[src/hdl/wavh_pkg.sv]
`default_nettype none

package wavh_pkg;

	// Byte offsets within the canonical header
	localparam int POS_W = 6;
	localparam logic [POS_W-1:0] IDLE_POS = 6'd44;
	localparam logic [POS_W-1:0] LAST_POS = 6'd43;

	localparam logic [POS_W-1:0] OFS_RIFF_TAG  = 6'd0;
	localparam logic [POS_W-1:0] OFS_RIFF_SIZE = 6'd4;
	localparam logic [POS_W-1:0] OFS_WAVE_TAG  = 6'd8;
	localparam logic [POS_W-1:0] OFS_FMT_TAG   = 6'd12;
	localparam logic [POS_W-1:0] OFS_FMT_SIZE  = 6'd16;
	localparam logic [POS_W-1:0] OFS_FORMAT    = 6'd20;
	localparam logic [POS_W-1:0] OFS_CHANNELS  = 6'd22;
	localparam logic [POS_W-1:0] OFS_RATE      = 6'd24;
	localparam logic [POS_W-1:0] OFS_BYTE_RATE = 6'd28;
	localparam logic [POS_W-1:0] OFS_ALIGN     = 6'd32;
	localparam logic [POS_W-1:0] OFS_BITS      = 6'd34;
	localparam logic [POS_W-1:0] OFS_DATA_TAG  = 6'd36;
	localparam logic [POS_W-1:0] OFS_DATA_SIZE = 6'd40;

	// Tag slots in the mismatch vector
	localparam int NUM_TAGS = 4;
	localparam logic [1:0] TAG_RIFF = 2'd0;
	localparam logic [1:0] TAG_WAVE = 2'd1;
	localparam logic [1:0] TAG_FMT  = 2'd2;
	localparam logic [1:0] TAG_DATA = 2'd3;

	// "RIFF", "WAVE", "fmt ", "data"
	localparam logic [7:0] TAG_CHARS [16] = '{
		8'h52, 8'h49, 8'h46, 8'h46,
		8'h57, 8'h41, 8'h56, 8'h45,
		8'h66, 8'h6d, 8'h74, 8'h20,
		8'h64, 8'h61, 8'h74, 8'h61
	};

	// Expected field values
	localparam logic [31:0] FMT_SIZE_PCM = 32'd16;
	localparam logic [15:0] FORMAT_PCM   = 16'd1;
	localparam logic [31:0] RIFF_BIAS    = 32'd36;
	localparam logic [15:0] BITS_8       = 16'd8;
	localparam logic [15:0] BITS_16      = 16'd16;
	localparam logic [15:0] CHANNELS_1   = 16'd1;
	localparam logic [15:0] CHANNELS_2   = 16'd2;
	localparam logic [15:0] ALIGN_1      = 16'd1;
	localparam logic [15:0] ALIGN_2      = 16'd2;
	localparam logic [15:0] ALIGN_4      = 16'd4;

	// Check slots, in reporting order
	localparam int NUM_CHK = 12;
	localparam int CHK_RIFF_TAG  = 0;
	localparam int CHK_WAVE_TAG  = 1;
	localparam int CHK_FMT_TAG   = 2;
	localparam int CHK_FMT_SIZE  = 3;
	localparam int CHK_FORMAT    = 4;
	localparam int CHK_CHANNELS  = 5;
	localparam int CHK_BYTE_RATE = 6;
	localparam int CHK_DATA_TAG  = 7;
	localparam int CHK_RIFF_SIZE = 8;
	localparam int CHK_ALIGN     = 9;
	localparam int CHK_BITS      = 10;
	localparam int CHK_LENGTH    = 11;

	// Error codes
	localparam logic [3:0] ERR_OK        = 4'd0;
	localparam logic [3:0] ERR_RIFF_TAG  = 4'd1;
	localparam logic [3:0] ERR_WAVE_TAG  = 4'd2;
	localparam logic [3:0] ERR_FMT_TAG   = 4'd3;
	localparam logic [3:0] ERR_FMT_SIZE  = 4'd4;
	localparam logic [3:0] ERR_FORMAT    = 4'd5;
	localparam logic [3:0] ERR_CHANNELS  = 4'd6;
	localparam logic [3:0] ERR_BYTE_RATE = 4'd7;
	localparam logic [3:0] ERR_DATA_TAG  = 4'd8;
	localparam logic [3:0] ERR_RIFF_SIZE = 4'd9;
	localparam logic [3:0] ERR_ALIGN     = 4'd10;
	localparam logic [3:0] ERR_BITS      = 4'd11;
	localparam logic [3:0] ERR_LENGTH    = 4'd12;

	// Gathered header fields
	typedef struct packed {
		logic [NUM_TAGS-1:0] tag_mismatch;
		logic [31:0] riff_size;
		logic [31:0] fmt_size;
		logic [15:0] format_tag;
		logic [15:0] channels;
		logic [31:0] rate;
		logic [31:0] byte_rate;
		logic [15:0] align;
		logic [15:0] bits;
		logic [31:0] data_size;
	} wavh_fields_t;

	// Tag lookup result for one offset
	typedef struct packed {
		logic hit;
		logic [1:0] idx;
		logic [7:0] chr;
	} wavh_tag_t;

	function automatic wavh_tag_t tag_expect(input logic [POS_W-1:0] pos);
		wavh_tag_t t;
		t.hit = 1'b1;
		t.idx = TAG_RIFF;
		case (pos) inside
			[OFS_RIFF_TAG : OFS_RIFF_TAG + 6'd3]: t.idx = TAG_RIFF;
			[OFS_WAVE_TAG : OFS_WAVE_TAG + 6'd3]: t.idx = TAG_WAVE;
			[OFS_FMT_TAG : OFS_FMT_TAG + 6'd3]:   t.idx = TAG_FMT;
			[OFS_DATA_TAG : OFS_DATA_TAG + 6'd3]: t.idx = TAG_DATA;
			default: t.hit = 1'b0;
		endcase
		// every tag starts on a four-byte boundary
		t.chr = TAG_CHARS[{t.idx, pos[1:0]}];
		return t;
	endfunction

endpackage

`default_nettype wire

[src/hdl/wavh_if.sv]
`default_nettype none

// Header byte channel
interface wavh_in_if;
	logic valid;
	logic ready;
	logic [7:0] data_byte;
	logic start_req;

	modport source (output valid, output data_byte, output start_req, input ready);
	modport sink (input valid, input data_byte, input start_req, output ready);
endinterface

// Result channel
interface wavh_out_if;
	logic valid;
	logic ready;
	logic valid_res;
	logic [3:0] error_code;
	logic [15:0] channel_count;
	logic [15:0] bits_per_sample;
	logic [31:0] sample_rate;
	logic [15:0] block_align;
	logic [31:0] data_length;

	modport source (
		output valid, output valid_res, output error_code, output channel_count,
		output bits_per_sample, output sample_rate, output block_align,
		output data_length, input ready
	);
	modport sink (
		input valid, input valid_res, input error_code, input channel_count,
		input bits_per_sample, input sample_rate, input block_align,
		input data_length, output ready
	);
endinterface

`default_nettype wire

[src/hdl/wavh_capture.sv]
`default_nettype none

module wavh_capture
	import wavh_pkg::*;
(
	input  logic clk,
	input  logic arst_n,
	input  logic adv,
	input  logic take,
	input  logic [7:0] data_byte,
	input  logic start_req,
	output wavh_fields_t fields,
	output logic done,
	output logic [POS_W-1:0] pos
);

	logic [POS_W-1:0] pos_q;
	logic [POS_W-1:0] pos_cur;
	logic live;
	wavh_tag_t exp_tag;
	logic [NUM_TAGS-1:0] tag_nxt;
	wavh_fields_t f_q;
	logic done_q;

	// Work out the offset of this item and its tag comparison
	always_comb begin
		pos_cur = start_req ? '0 : pos_q;
		live = take && (pos_cur < IDLE_POS);
		exp_tag = tag_expect(pos_cur);
		tag_nxt = start_req ? '0 : f_q.tag_mismatch;
		if (live && exp_tag.hit && (exp_tag.chr != data_byte)) begin
			tag_nxt[exp_tag.idx] = 1'b1;
		end
	end

	// Advance the offset; park at idle after the last byte
	always_ff @(posedge clk or negedge arst_n) begin
		if (!arst_n) begin
			pos_q <= IDLE_POS;
			done_q <= 1'b0;
		end else begin
			if (take) begin
				if (live) begin
					pos_q <= (pos_cur == LAST_POS) ? IDLE_POS : pos_cur + 6'd1;
				end else begin
					pos_q <= pos_cur;
				end
			end
			if (adv) begin
				done_q <= live && (pos_cur == LAST_POS);
			end
		end
	end

	// Drop each byte into its field lane
	always_ff @(posedge clk or negedge arst_n) begin
		if (!arst_n) begin
			f_q <= '0;
		end else if (take) begin
			f_q.tag_mismatch <= tag_nxt;
			if (live) begin
				case (pos_cur) inside
					[OFS_RIFF_SIZE : OFS_RIFF_SIZE + 6'd3]:
						f_q.riff_size[pos_cur[1:0]*8 +: 8] <= data_byte;
					[OFS_FMT_SIZE : OFS_FMT_SIZE + 6'd3]:
						f_q.fmt_size[pos_cur[1:0]*8 +: 8] <= data_byte;
					[OFS_FORMAT : OFS_FORMAT + 6'd1]:
						f_q.format_tag[pos_cur[0]*8 +: 8] <= data_byte;
					[OFS_CHANNELS : OFS_CHANNELS + 6'd1]:
						f_q.channels[pos_cur[0]*8 +: 8] <= data_byte;
					[OFS_RATE : OFS_RATE + 6'd3]:
						f_q.rate[pos_cur[1:0]*8 +: 8] <= data_byte;
					[OFS_BYTE_RATE : OFS_BYTE_RATE + 6'd3]:
						f_q.byte_rate[pos_cur[1:0]*8 +: 8] <= data_byte;
					[OFS_ALIGN : OFS_ALIGN + 6'd1]:
						f_q.align[pos_cur[0]*8 +: 8] <= data_byte;
					[OFS_BITS : OFS_BITS + 6'd1]:
						f_q.bits[pos_cur[0]*8 +: 8] <= data_byte;
					[OFS_DATA_SIZE : OFS_DATA_SIZE + 6'd3]:
						f_q.data_size[pos_cur[1:0]*8 +: 8] <= data_byte;
					default: ;
				endcase
			end
		end
	end

	assign fields = f_q;
	assign done = done_q;
	assign pos = pos_q;

endmodule

`default_nettype wire

[src/hdl/wavh_check.sv]
`default_nettype none

module wavh_check
	import wavh_pkg::*;
(
	input  logic clk,
	input  logic arst_n,
	input  logic adv,
	input  logic done,
	input  wavh_fields_t fields,
	wavh_out_if.source res
);

	logic [31:0] rate_prod;
	logic [31:0] frame_prod;
	logic [31:0] align_bits;
	logic len_fail;
	logic [NUM_CHK-1:0] fail;

	logic vld_s2;
	logic [NUM_CHK-1:0] fail_s2;
	logic [15:0] channels_s2;
	logic [15:0] bits_s2;
	logic [31:0] rate_s2;
	logic [15:0] align_s2;
	logic [31:0] data_s2;
	logic [3:0] err;

	// Evaluate every check on the finished fields
	always_comb begin
		rate_prod = fields.rate * {16'd0, fields.align};
		frame_prod = {16'd0, fields.bits} * {16'd0, fields.channels};
		align_bits = {13'd0, fields.align, 3'd0};
		// an align other than 1, 2 or 4 always fails the length check
		case (fields.align)
			ALIGN_1: len_fail = 1'b0;
			ALIGN_2: len_fail = fields.data_size[0];
			ALIGN_4: len_fail = |fields.data_size[1:0];
			default: len_fail = 1'b1;
		endcase
		fail = '0;
		fail[CHK_RIFF_TAG]  = fields.tag_mismatch[TAG_RIFF];
		fail[CHK_WAVE_TAG]  = fields.tag_mismatch[TAG_WAVE];
		fail[CHK_FMT_TAG]   = fields.tag_mismatch[TAG_FMT];
		fail[CHK_FMT_SIZE]  = fields.fmt_size != FMT_SIZE_PCM;
		fail[CHK_FORMAT]    = fields.format_tag != FORMAT_PCM;
		fail[CHK_CHANNELS]  = (fields.channels != CHANNELS_1) &&
			(fields.channels != CHANNELS_2);
		fail[CHK_BYTE_RATE] = fields.byte_rate != rate_prod;
		fail[CHK_DATA_TAG]  = fields.tag_mismatch[TAG_DATA];
		fail[CHK_RIFF_SIZE] = fields.riff_size != (fields.data_size + RIFF_BIAS);
		fail[CHK_ALIGN]     = align_bits != frame_prod;
		fail[CHK_BITS]      = (fields.bits != BITS_8) && (fields.bits != BITS_16);
		fail[CHK_LENGTH]    = len_fail;
	end

	// Hold the check vector and reported fields
	always_ff @(posedge clk or negedge arst_n) begin
		if (!arst_n) begin
			vld_s2 <= 1'b0;
		end else if (adv) begin
			vld_s2 <= done;
		end
	end

	always_ff @(posedge clk) begin
		if (adv) begin
			fail_s2 <= fail;
			channels_s2 <= fields.channels;
			bits_s2 <= fields.bits;
			rate_s2 <= fields.rate;
			align_s2 <= fields.align;
			data_s2 <= fields.data_size;
		end
	end

	// Pick the first failing check
	always_comb begin
		if (fail_s2[CHK_RIFF_TAG])       err = ERR_RIFF_TAG;
		else if (fail_s2[CHK_WAVE_TAG])  err = ERR_WAVE_TAG;
		else if (fail_s2[CHK_FMT_TAG])   err = ERR_FMT_TAG;
		else if (fail_s2[CHK_FMT_SIZE])  err = ERR_FMT_SIZE;
		else if (fail_s2[CHK_FORMAT])    err = ERR_FORMAT;
		else if (fail_s2[CHK_CHANNELS])  err = ERR_CHANNELS;
		else if (fail_s2[CHK_BYTE_RATE]) err = ERR_BYTE_RATE;
		else if (fail_s2[CHK_DATA_TAG])  err = ERR_DATA_TAG;
		else if (fail_s2[CHK_RIFF_SIZE]) err = ERR_RIFF_SIZE;
		else if (fail_s2[CHK_ALIGN])     err = ERR_ALIGN;
		else if (fail_s2[CHK_BITS])      err = ERR_BITS;
		else if (fail_s2[CHK_LENGTH])    err = ERR_LENGTH;
		else                             err = ERR_OK;
	end

	// Result register
	always_ff @(posedge clk or negedge arst_n) begin
		if (!arst_n) begin
			res.valid <= 1'b0;
		end else if (adv) begin
			res.valid <= vld_s2;
		end
	end

	always_ff @(posedge clk) begin
		if (adv) begin
			res.valid_res <= (err == ERR_OK);
			res.error_code <= err;
			res.channel_count <= channels_s2;
			res.bits_per_sample <= bits_s2;
			res.sample_rate <= rate_s2;
			res.block_align <= align_s2;
			res.data_length <= data_s2;
		end
	end

endmodule

`default_nettype wire

[src/hdl/wav_header_validator.sv]
// Checks a canonical 44-byte RIFF/PCM WAV header that arrives one byte per item,
// with start_req marking offset zero. One byte is taken every clock cycle; the
// field capture registers take each byte as it arrives, so back-to-back headers
// stream without gaps. The byte at offset 43 yields one result item, passing the
// done flag, check stage and result register: a valid flag, the first failing
// check as an error code, and the parsed fields as received. Bytes outside a
// header produce nothing. A stalled result holds the whole pipeline, so input is
// refused only while the result register is full and not being taken.
`default_nettype none

module wav_header_validator
	import wavh_pkg::*;
(
	input  logic clk,
	input  logic arst_n,
	wavh_in_if.sink hdr,
	wavh_out_if.source res
);

	logic adv;
	logic take;
	wavh_fields_t fields;
	logic done;
	logic [POS_W-1:0] pos;

	// Advance all stages whenever the result register can move
	assign adv = !res.valid || res.ready;
	assign hdr.ready = adv;
	assign take = hdr.valid && adv;

	wavh_capture u_capture (
		.clk       (clk),
		.arst_n    (arst_n),
		.adv       (adv),
		.take      (take),
		.data_byte (hdr.data_byte),
		.start_req (hdr.start_req),
		.fields    (fields),
		.done      (done),
		.pos       (pos)
	);

	wavh_check u_check (
		.clk    (clk),
		.arst_n (arst_n),
		.adv    (adv),
		.done   (done),
		.fields (fields),
		.res    (res)
	);

`ifndef ASSERT_OFF
	ast_valid_matches_code: assert property (@(posedge clk) disable iff (!arst_n)
		res.valid |-> (res.valid_res == (res.error_code == ERR_OK)))
		else $error("valid flag disagrees with error code");

	ast_code_range: assert property (@(posedge clk) disable iff (!arst_n)
		res.valid |-> (res.error_code <= ERR_LENGTH))
		else $error("error code out of range");

	ast_pos_range: assert property (@(posedge clk) disable iff (!arst_n)
		pos <= IDLE_POS)
		else $error("byte offset beyond idle");

	ast_done_pulse: assert property (@(posedge clk) disable iff (!arst_n)
		(done && adv) |=> !done)
		else $error("header completion seen twice");
`endif

endmodule

`default_nettype wire
[src/flat_wrapper.sv]
// flat-port wrapper written by rule: the top's interface ports become plain ports
module wav_header_validator_flat import wavh_pkg::*;
  (clk, arst_n, hdr_valid, hdr_data_byte, hdr_start_req, hdr_ready, res_valid, res_valid_res, res_error_code, res_channel_count, res_bits_per_sample, res_sample_rate, res_block_align, res_data_length, res_ready);
  wavh_in_if hdr_i ();
  wavh_out_if res_i ();
  input  logic clk;
  input  logic arst_n;
  input wire logic [$bits(hdr_i.valid)-1:0] hdr_valid;
  input wire logic [$bits(hdr_i.data_byte)-1:0] hdr_data_byte;
  input wire logic [$bits(hdr_i.start_req)-1:0] hdr_start_req;
  output wire logic [$bits(hdr_i.ready)-1:0] hdr_ready;
  output wire logic [$bits(res_i.valid)-1:0] res_valid;
  output wire logic [$bits(res_i.valid_res)-1:0] res_valid_res;
  output wire logic [$bits(res_i.error_code)-1:0] res_error_code;
  output wire logic [$bits(res_i.channel_count)-1:0] res_channel_count;
  output wire logic [$bits(res_i.bits_per_sample)-1:0] res_bits_per_sample;
  output wire logic [$bits(res_i.sample_rate)-1:0] res_sample_rate;
  output wire logic [$bits(res_i.block_align)-1:0] res_block_align;
  output wire logic [$bits(res_i.data_length)-1:0] res_data_length;
  input wire logic [$bits(res_i.ready)-1:0] res_ready;
  assign hdr_i.valid = hdr_valid;
  assign hdr_i.data_byte = hdr_data_byte;
  assign hdr_i.start_req = hdr_start_req;
  assign hdr_ready = hdr_i.ready;
  assign res_valid = res_i.valid;
  assign res_valid_res = res_i.valid_res;
  assign res_error_code = res_i.error_code;
  assign res_channel_count = res_i.channel_count;
  assign res_bits_per_sample = res_i.bits_per_sample;
  assign res_sample_rate = res_i.sample_rate;
  assign res_block_align = res_i.block_align;
  assign res_data_length = res_i.data_length;
  assign res_i.ready = res_ready;
  wav_header_validator u_core (.clk(clk), .arst_n(arst_n), .hdr(hdr_i), .res(res_i));
endmodule
[config.mk]
export PLATFORM = sky130hd
export DESIGN_NAME = wav_header_validator_flat
export DESIGN_NICKNAME = d
export VERILOG_FILES = /design/src/hdl/wavh_pkg.sv /design/src/hdl/wavh_if.sv /design/src/hdl/wavh_capture.sv /design/src/hdl/wavh_check.sv /design/src/hdl/wav_header_validator.sv /design/src/flat_wrapper.sv
export SDC_FILE = /design/constraint.sdc
export NUM_CORES = 2
export LEC_CHECK = 0
export BUFFER_PORTS_ARGS = -buffer_cell sky130_fd_sc_hd__buf_2
export CAP_MARGIN = 20
export CORE_ASPECT_RATIO = 0.7
export CORE_MARGIN = 4
export CORE_UTILIZATION = 50
export CTS_CLUSTER_SIZE = 16
export DETAILED_ROUTE_END_ITERATION = 8
export PLACE_DENSITY_LB_ADDON = 0.05
export SYNTH_ARGS = -nofsm -noshare
export SYNTH_HDL_FRONTEND = slang
export SYNTH_SLANG_ARGS = --single-unit
[constraint.sdc]
create_clock -name clk -period 7.6 [get_ports clk]
set_input_delay 0.76 -clock clk [delete_from_list [all_inputs] [get_ports clk]]
set_output_delay 0.76 -clock clk [all_outputs]
set_load 0.01 [all_outputs]
* After elaboration in Yosys (flattened, before gate mapping)
Memories as Yosys holds them, arrays and structs flattened. Cells that the tools add are included.
Operators by class: $add $sub $neg 4, $mul 2, divide/modulo/power cells 0, order comparisons 30, equality and inequality tests 14, shift-type cells 4, muxes and demuxes 39, bitwise operators 10, reductions and logical operators 34
Operators by type and width (number):
- $bwmux W32 | 5
- $bwmux W16 | 4
- $ne A32 B32 Y1 | 2
- $mux W4 | 14
- $neg A4 Y34 | 1
- $neg A5 Y34 | 1
- $shift A8 B34 Y16 const A | 1
- $shift A8 B34 Y32 const A | 1
- $shiftx A8 B34 Y16 | 1
- $shiftx A8 B34 Y32 | 1
- $add A32 B6 Y32 const B | 1
- $mul A16 B16 Y32 | 1
- $mul A32 B16 Y32 | 1
- $ne A16 B1 Y1 const B | 2
- $ne A19 B32 Y1 | 1
- $ne A32 B5 Y1 const B | 1
- $ge A6 B5 Y1 const B | 5
- $le A6 B5 Y1 const B | 5
- $ge A6 B6 Y1 const B | 4
- $le A6 B6 Y1 const B | 4
- $logic_and A1 B1 Y1 | 21
- $mux W6 | 3
- $eq A16 B1 Y1 const B | 1
- $eq A16 B2 Y1 const B | 1
- 38 further kinds | 55
Storage, ports and cells: bits in registers 478, latch bits 0, bits in writable memories 0, bits in read-only memories 128, input bits 13, output and inout port bits 119, word-level logic and storage cells 165, memories kept 1
Memories:
- (name not given) | depth 16, bits a word 8, rd ports 1, clocked after Yosys merged registers in 0, write ports 0, line wavh_pkg.sv:114 | t.chr = TAG_CHARS[{t.idx, pos[1:0]}];

* Depth between registers and ports, before layout
depth after elaboration 14, gate-level depth with buffers 25, gate-level depth less buffers 23

* By module
A second synthesis with hierarchy kept.
Unflattened totals: cell total of the unflattened synthesis 3535, area, all modules 39081.2 sq um
Modules (own cells, without submodules):
- wavh_check | instances 1, cells an instance 2872, area an instance 29672.2 sq um, sequential area each 7287.0 sq um
- wavh_capture | instances 1, cells an instance 661, area an instance 9386.5 sq um, sequential area each 5884.4 sq um
- wav_header_validator | instances 1, cells an instance 2, area an instance 22.5 sq um, sequential area each 0.0 sq um

* Least setup slack after synthesis
No wires, ideal clock.
path kind input-to-reg, from input port res_ready, to register u_core.u_capture.f_q (netlist bit u_core.u_capture.fields[136]), library setup time 125 ps, data arrival time 8691 ps, required time 7475 ps, slack -1216 ps, stages 6, cells stage by stage nand2b_1 -> and2_0 -> nand3b_1 -> or4_1 -> nor2_2 -> mux2_2
Between the ends: cells in the longest elaborated chain, start to end 4
RTL lines:
- start: declaration | line flat_wrapper.sv:20 | input wire logic [$bits(res_i.ready)-1:0] res_ready;
- $logic_or A1 B1 Y1 (*) | line wav_header_validator.sv:27 | assign adv = !res.valid || res.ready;
- $logic_and A1 B1 Y1 (*) | line wav_header_validator.sv:29 | assign take = hdr.valid && adv;
- $logic_and A1 B1 Y1 | line wavh_capture.sv:28 | live = take && (pos_cur < IDLE_POS);
- $reduce_and A6 Y1 (no line) (*)
- end: declaration | line wavh_capture.sv:22 | wavh_fields_t f_q;
Mark *: on every way between the ends. The rest lies on a longest branch, timed or not. A chain may end at the register's enable or synchronous reset.

* Final worst setup path
from register u_core.u_capture.f_q (netlist bit u_core.u_capture.fields[55]), to register u_core.u_check.fail_s2[6] (data pin)
Between the ends: cells in the longest elaborated chain, start to end 2
RTL lines:
- $mul A32 B16 Y32 | line wavh_check.sv:31 | rate_prod = fields.rate * {16'd0, fields.align};
- $ne A32 B32 Y1 | line wavh_check.sv:49 | fail[CHK_BYTE_RATE] = fields.byte_rate != rate_prod;
- net u_core.u_check.fail[6] | line wavh_check.sv:18 | logic [NUM_CHK-1:0] fail;
- end signal: assignment | line wavh_check.sv:68 | fail_s2 <= fail;
- end: declaration | line wavh_check.sv:21 | logic [NUM_CHK-1:0] fail_s2;
The timed path passes the listed nets, and every way through them passes these cells.

==> flow_metrics.tcl <==
set metrics [dict create \
    grt_pass1_wl_mm 175 \
    post-cts-setup-buffer-count 0 \
    areaGrowthSynthToFinish_pct 10.1 \
    rows 85 \
    cts_htree_levels 2 \
    clockPowerShare 0.471 \
    irDropWorstVdd_mv 0.188 \
    grt_use_total 0.281 \
    place.gp.congestion 0.957 \
    p_comb_frac 0.032 \
    power.density_mw_per_mm2 129 \
    ys_seq_elements 478 \
    max_freq_mhz 135 \
    clk_latency_ns 0.63 \
    grt_antenna_before_repair 5 \
    whs_ns 0.227 \
    p_seq_frac 0.497 \
    skew_ns 0.0267 \
    worstPathRequired_ns 7.96 \
    dp_cells 4798 \
    die_area_sq_mm 0.0821 \
    drive_above_1_share 0.108 \
    crit_fanout 16 \
    worst_ep_arrival_time_ns 7.78 \
    synth_edf_count 241 \
    initial_core_util 0.504 \
    drt_iter0_drc 2578 \
    async_flop_share 0.496 \
    portBuffers 131 \
    routed_via_density 5.64 \
    finalSetupViolCount 0 \
    hold_viol 0 \
    die_h_um 241 \
    syn_nets 4368 \
    tightestPinTransition_ns 1.08 \
    boundaryPins 132 \
    avgRoutedWirePerCell_um 23.0 \
    avgSynthCellArea_sq_um 10.5 \
    hold_buffers 0 \
    min_period_ns 7.42 \
    internal-power_uw 4260 \
    grt_pass1_vias 28200 \
    drc 0 \
    cts_tree "yes" \
    root_buffer "clkbuf_16" \
    fin_crit_sh 0.976 \
    fin_tns_setup_ns 0 \
    synth_seq_area_share 0.340 \
    start_kind "flop" \
    rsz0062_at_grt "no" \
    vias 27600 \
    cts_buffers 49 \
    path_clk_slew_ns 0.06 \
    dp_hpwl_mm 86.8 \
    netlist-cell-type-count 82 \
    critical_path_class "flop to flop" \
    dieWidth_um 341 \
    status "finished clean" \
    p_sw_uw 1260 \
    drv_cap 0 \
    cts_resized 0 \
    overflow 0 \
    grt_max_degree 127 \
    hold_path.class "primary input to asynchronous set/reset pin" \
    synth_area_sq_mm 0.0388 \
    ys_warn_count 0 \
    drtAntennaViolNets 0 \
    critPathCaptureType "flop" \
    finalNetCount 4495 \
    maxSlewViolCount 0 \
    relSlewSlack 0.281 \
    finalNonFillerCells 4890 \
    firstDrtPassIters 5 \
    ys.flop_type "edfxtp_1" \
    wl_mm 112 \
    swShare 0.228 \
    clockBufferDepth 3 \
    syn_inst 3680 \
    cts.sinks 478 \
    leakagePower_uw 0.0185 \
    core_sq_mm 0.0769 \
]
==> final timing paths <==
path,endpoint,startpoint,depth (start not counted),slack (ns)
hold reg to reg,u_core.u_check.res.data_length[1],u_core.u_check.data_s2[1],0,0.41
setup reg to reg,u_core.u_check.fail_s2[6],u_core.u_capture.fields[55],18,0.18
min in group clk,u_core.u_check.res.data_length[1],u_core.u_check.data_s2[1],0,0.41
max in group asynchronous,u_core.u_capture.fields[116],arst_n,2,5.80
setup / recovery,u_core.u_check.fail_s2[6],u_core.u_capture.fields[55],18,0.18
hold / removal,u_core.u_capture.fields[143],arst_n,1,0.23
==> logic make-up (layout without fill, tap and decap cells) <==
kind of cell	after synthesis	count (layout)	share of synthesized area
mux	84	84	0.0249
fa+ha+maj	675	675	0.314
other cells	0	1	0
flops	478	478	0.340
buf+inv	650	815	0.0635
simple gates	1223	1223	0.157
compound gates	422	422	0.0668
xor+xnor	148	148	0.0334
==> synthesized netlist by cell type (8+ instances only) <==
master,count,share of area
o22ai_1,8,0.0013
inv_1,487,0.047
mux2_2,65,0.019
nor3_1,35,0.0045
o21bai_1,14,0.0027
or4_1,9,0.0017
nand2b_1,17,0.0027
xor2_1,54,0.012
a31oi_1,13,0.0021
xnor2_1,94,0.021
ha_1,177,0.057
o21a_1,9,0.0017
dfrtp_1,234,0.15
fa_1,498,0.26
clkbuf_1,152,0.015
and3_1,14,0.0023
nand4_1,28,0.0045
nor4_1,36,0.0058
and2_1,372,0.060
a21o_1,19,0.0037
nand2_1,549,0.053
o211ai_1,14,0.0027
a21oi_1,60,0.0077
o21ai_0,206,0.027
nor2_1,76,0.0074
a211oi_1,9,0.0017
mux2i_1,15,0.0039
edfxtp_1,241,0.19
nand3_1,34,0.0044
==> power by group through the flow <==
stage          combinational (uW)  clock (uW)  sequential (uW)
2_1_floorplan                87.3           0             2790
3_3_place_gp                  172           0             2790
3_5_place_dp                  176           0             2790
4_1_cts                       177        2650             2740
5_1_grt                       193        2770             2740
6_report                      177        2600             2740
==> through the flow <==
step	instance area, sq um	power, uW	util	setup WS [ns]
global placement	40900	2960	0.532	0.400
global route	42700	5710	0.555	0.0289
finish	42700	5520	0.555	0.180
floorplan	38800	2870	-	1.05
CTS	42700	5570	0.555	0.298
detailed placement	40900	2970	0.532	0.310
==> layout by cell type, fill, tap and decap left out, drive strengths merged, types with 7 or more instances in the layout <==
cell type	count
nor3	36
a31oi	13
or4	9
nor4	36
nand2	549
o211ai	14
clkbuf	60
and2	373
o21a	9
dfrtp	234
fa	498
mux2	66
edfxtp	241
xnor2	94
mux2i	15
clkinv	20
or3	7
o21bai	14
nor2	83
and3	14
a21oi	63
ha	177
a21o	19
o21ai	208
o22ai	8
xor2	54
nor2b	7
a211oi	9
buf	238
inv	491
o311ai	7
nand2b	17
nand3	34
nand4	29
==> final cells by class <==
class,instances,area (sq um)
diodes,1,2.50
clock buffers,60,1370
clock inverters,29,352
fillers,6720,34200
inverters,488,1830
multi-input cells,2552,23100
flip-flops and latches,478,13200
well taps,1044,1310
repair buffers,238,1510
==> registers in the layout (all words and copies together), names as in the netlist, 32 cells and up <==
name / count
u_core.u_capture.fields: 228
u_core.u_check.rate_s2: 32
u_core.u_check.res.data_length: 32
u_core.u_check.data_s2: 32
u_core.u_check.res.sample_rate: 32
==> critical path, cell delays in order, from the launching register on <==
cell	delay, ns
dfrtp_1	1.05
nand2_1	0.18
fa_1	0.53
fa_1	0.47
fa_1	0.58
fa_1	0.44
fa_1	0.53
fa_1	0.71
inv_1	0.09
ha_1	0.41
a21oi_4	0.27
o21ai_0	0.19
a221o_1	0.42
or4b_1	0.54
o221ai_2	0.21
xnor2_1	0.16
nand3_1	0.09
nor3_1	0.15
nand4_1	0.12
==> per-layer routing <==
metal,up-vias,wire [um],global-route usage
li1,12100,-,-
met5,-,0,0
met2,1088,44200,0.380
met1,14200,56000,0.459
met4,0,2240,0.0543
met3,150,9970,0.0648
Power figures use the tool's default switching activity.
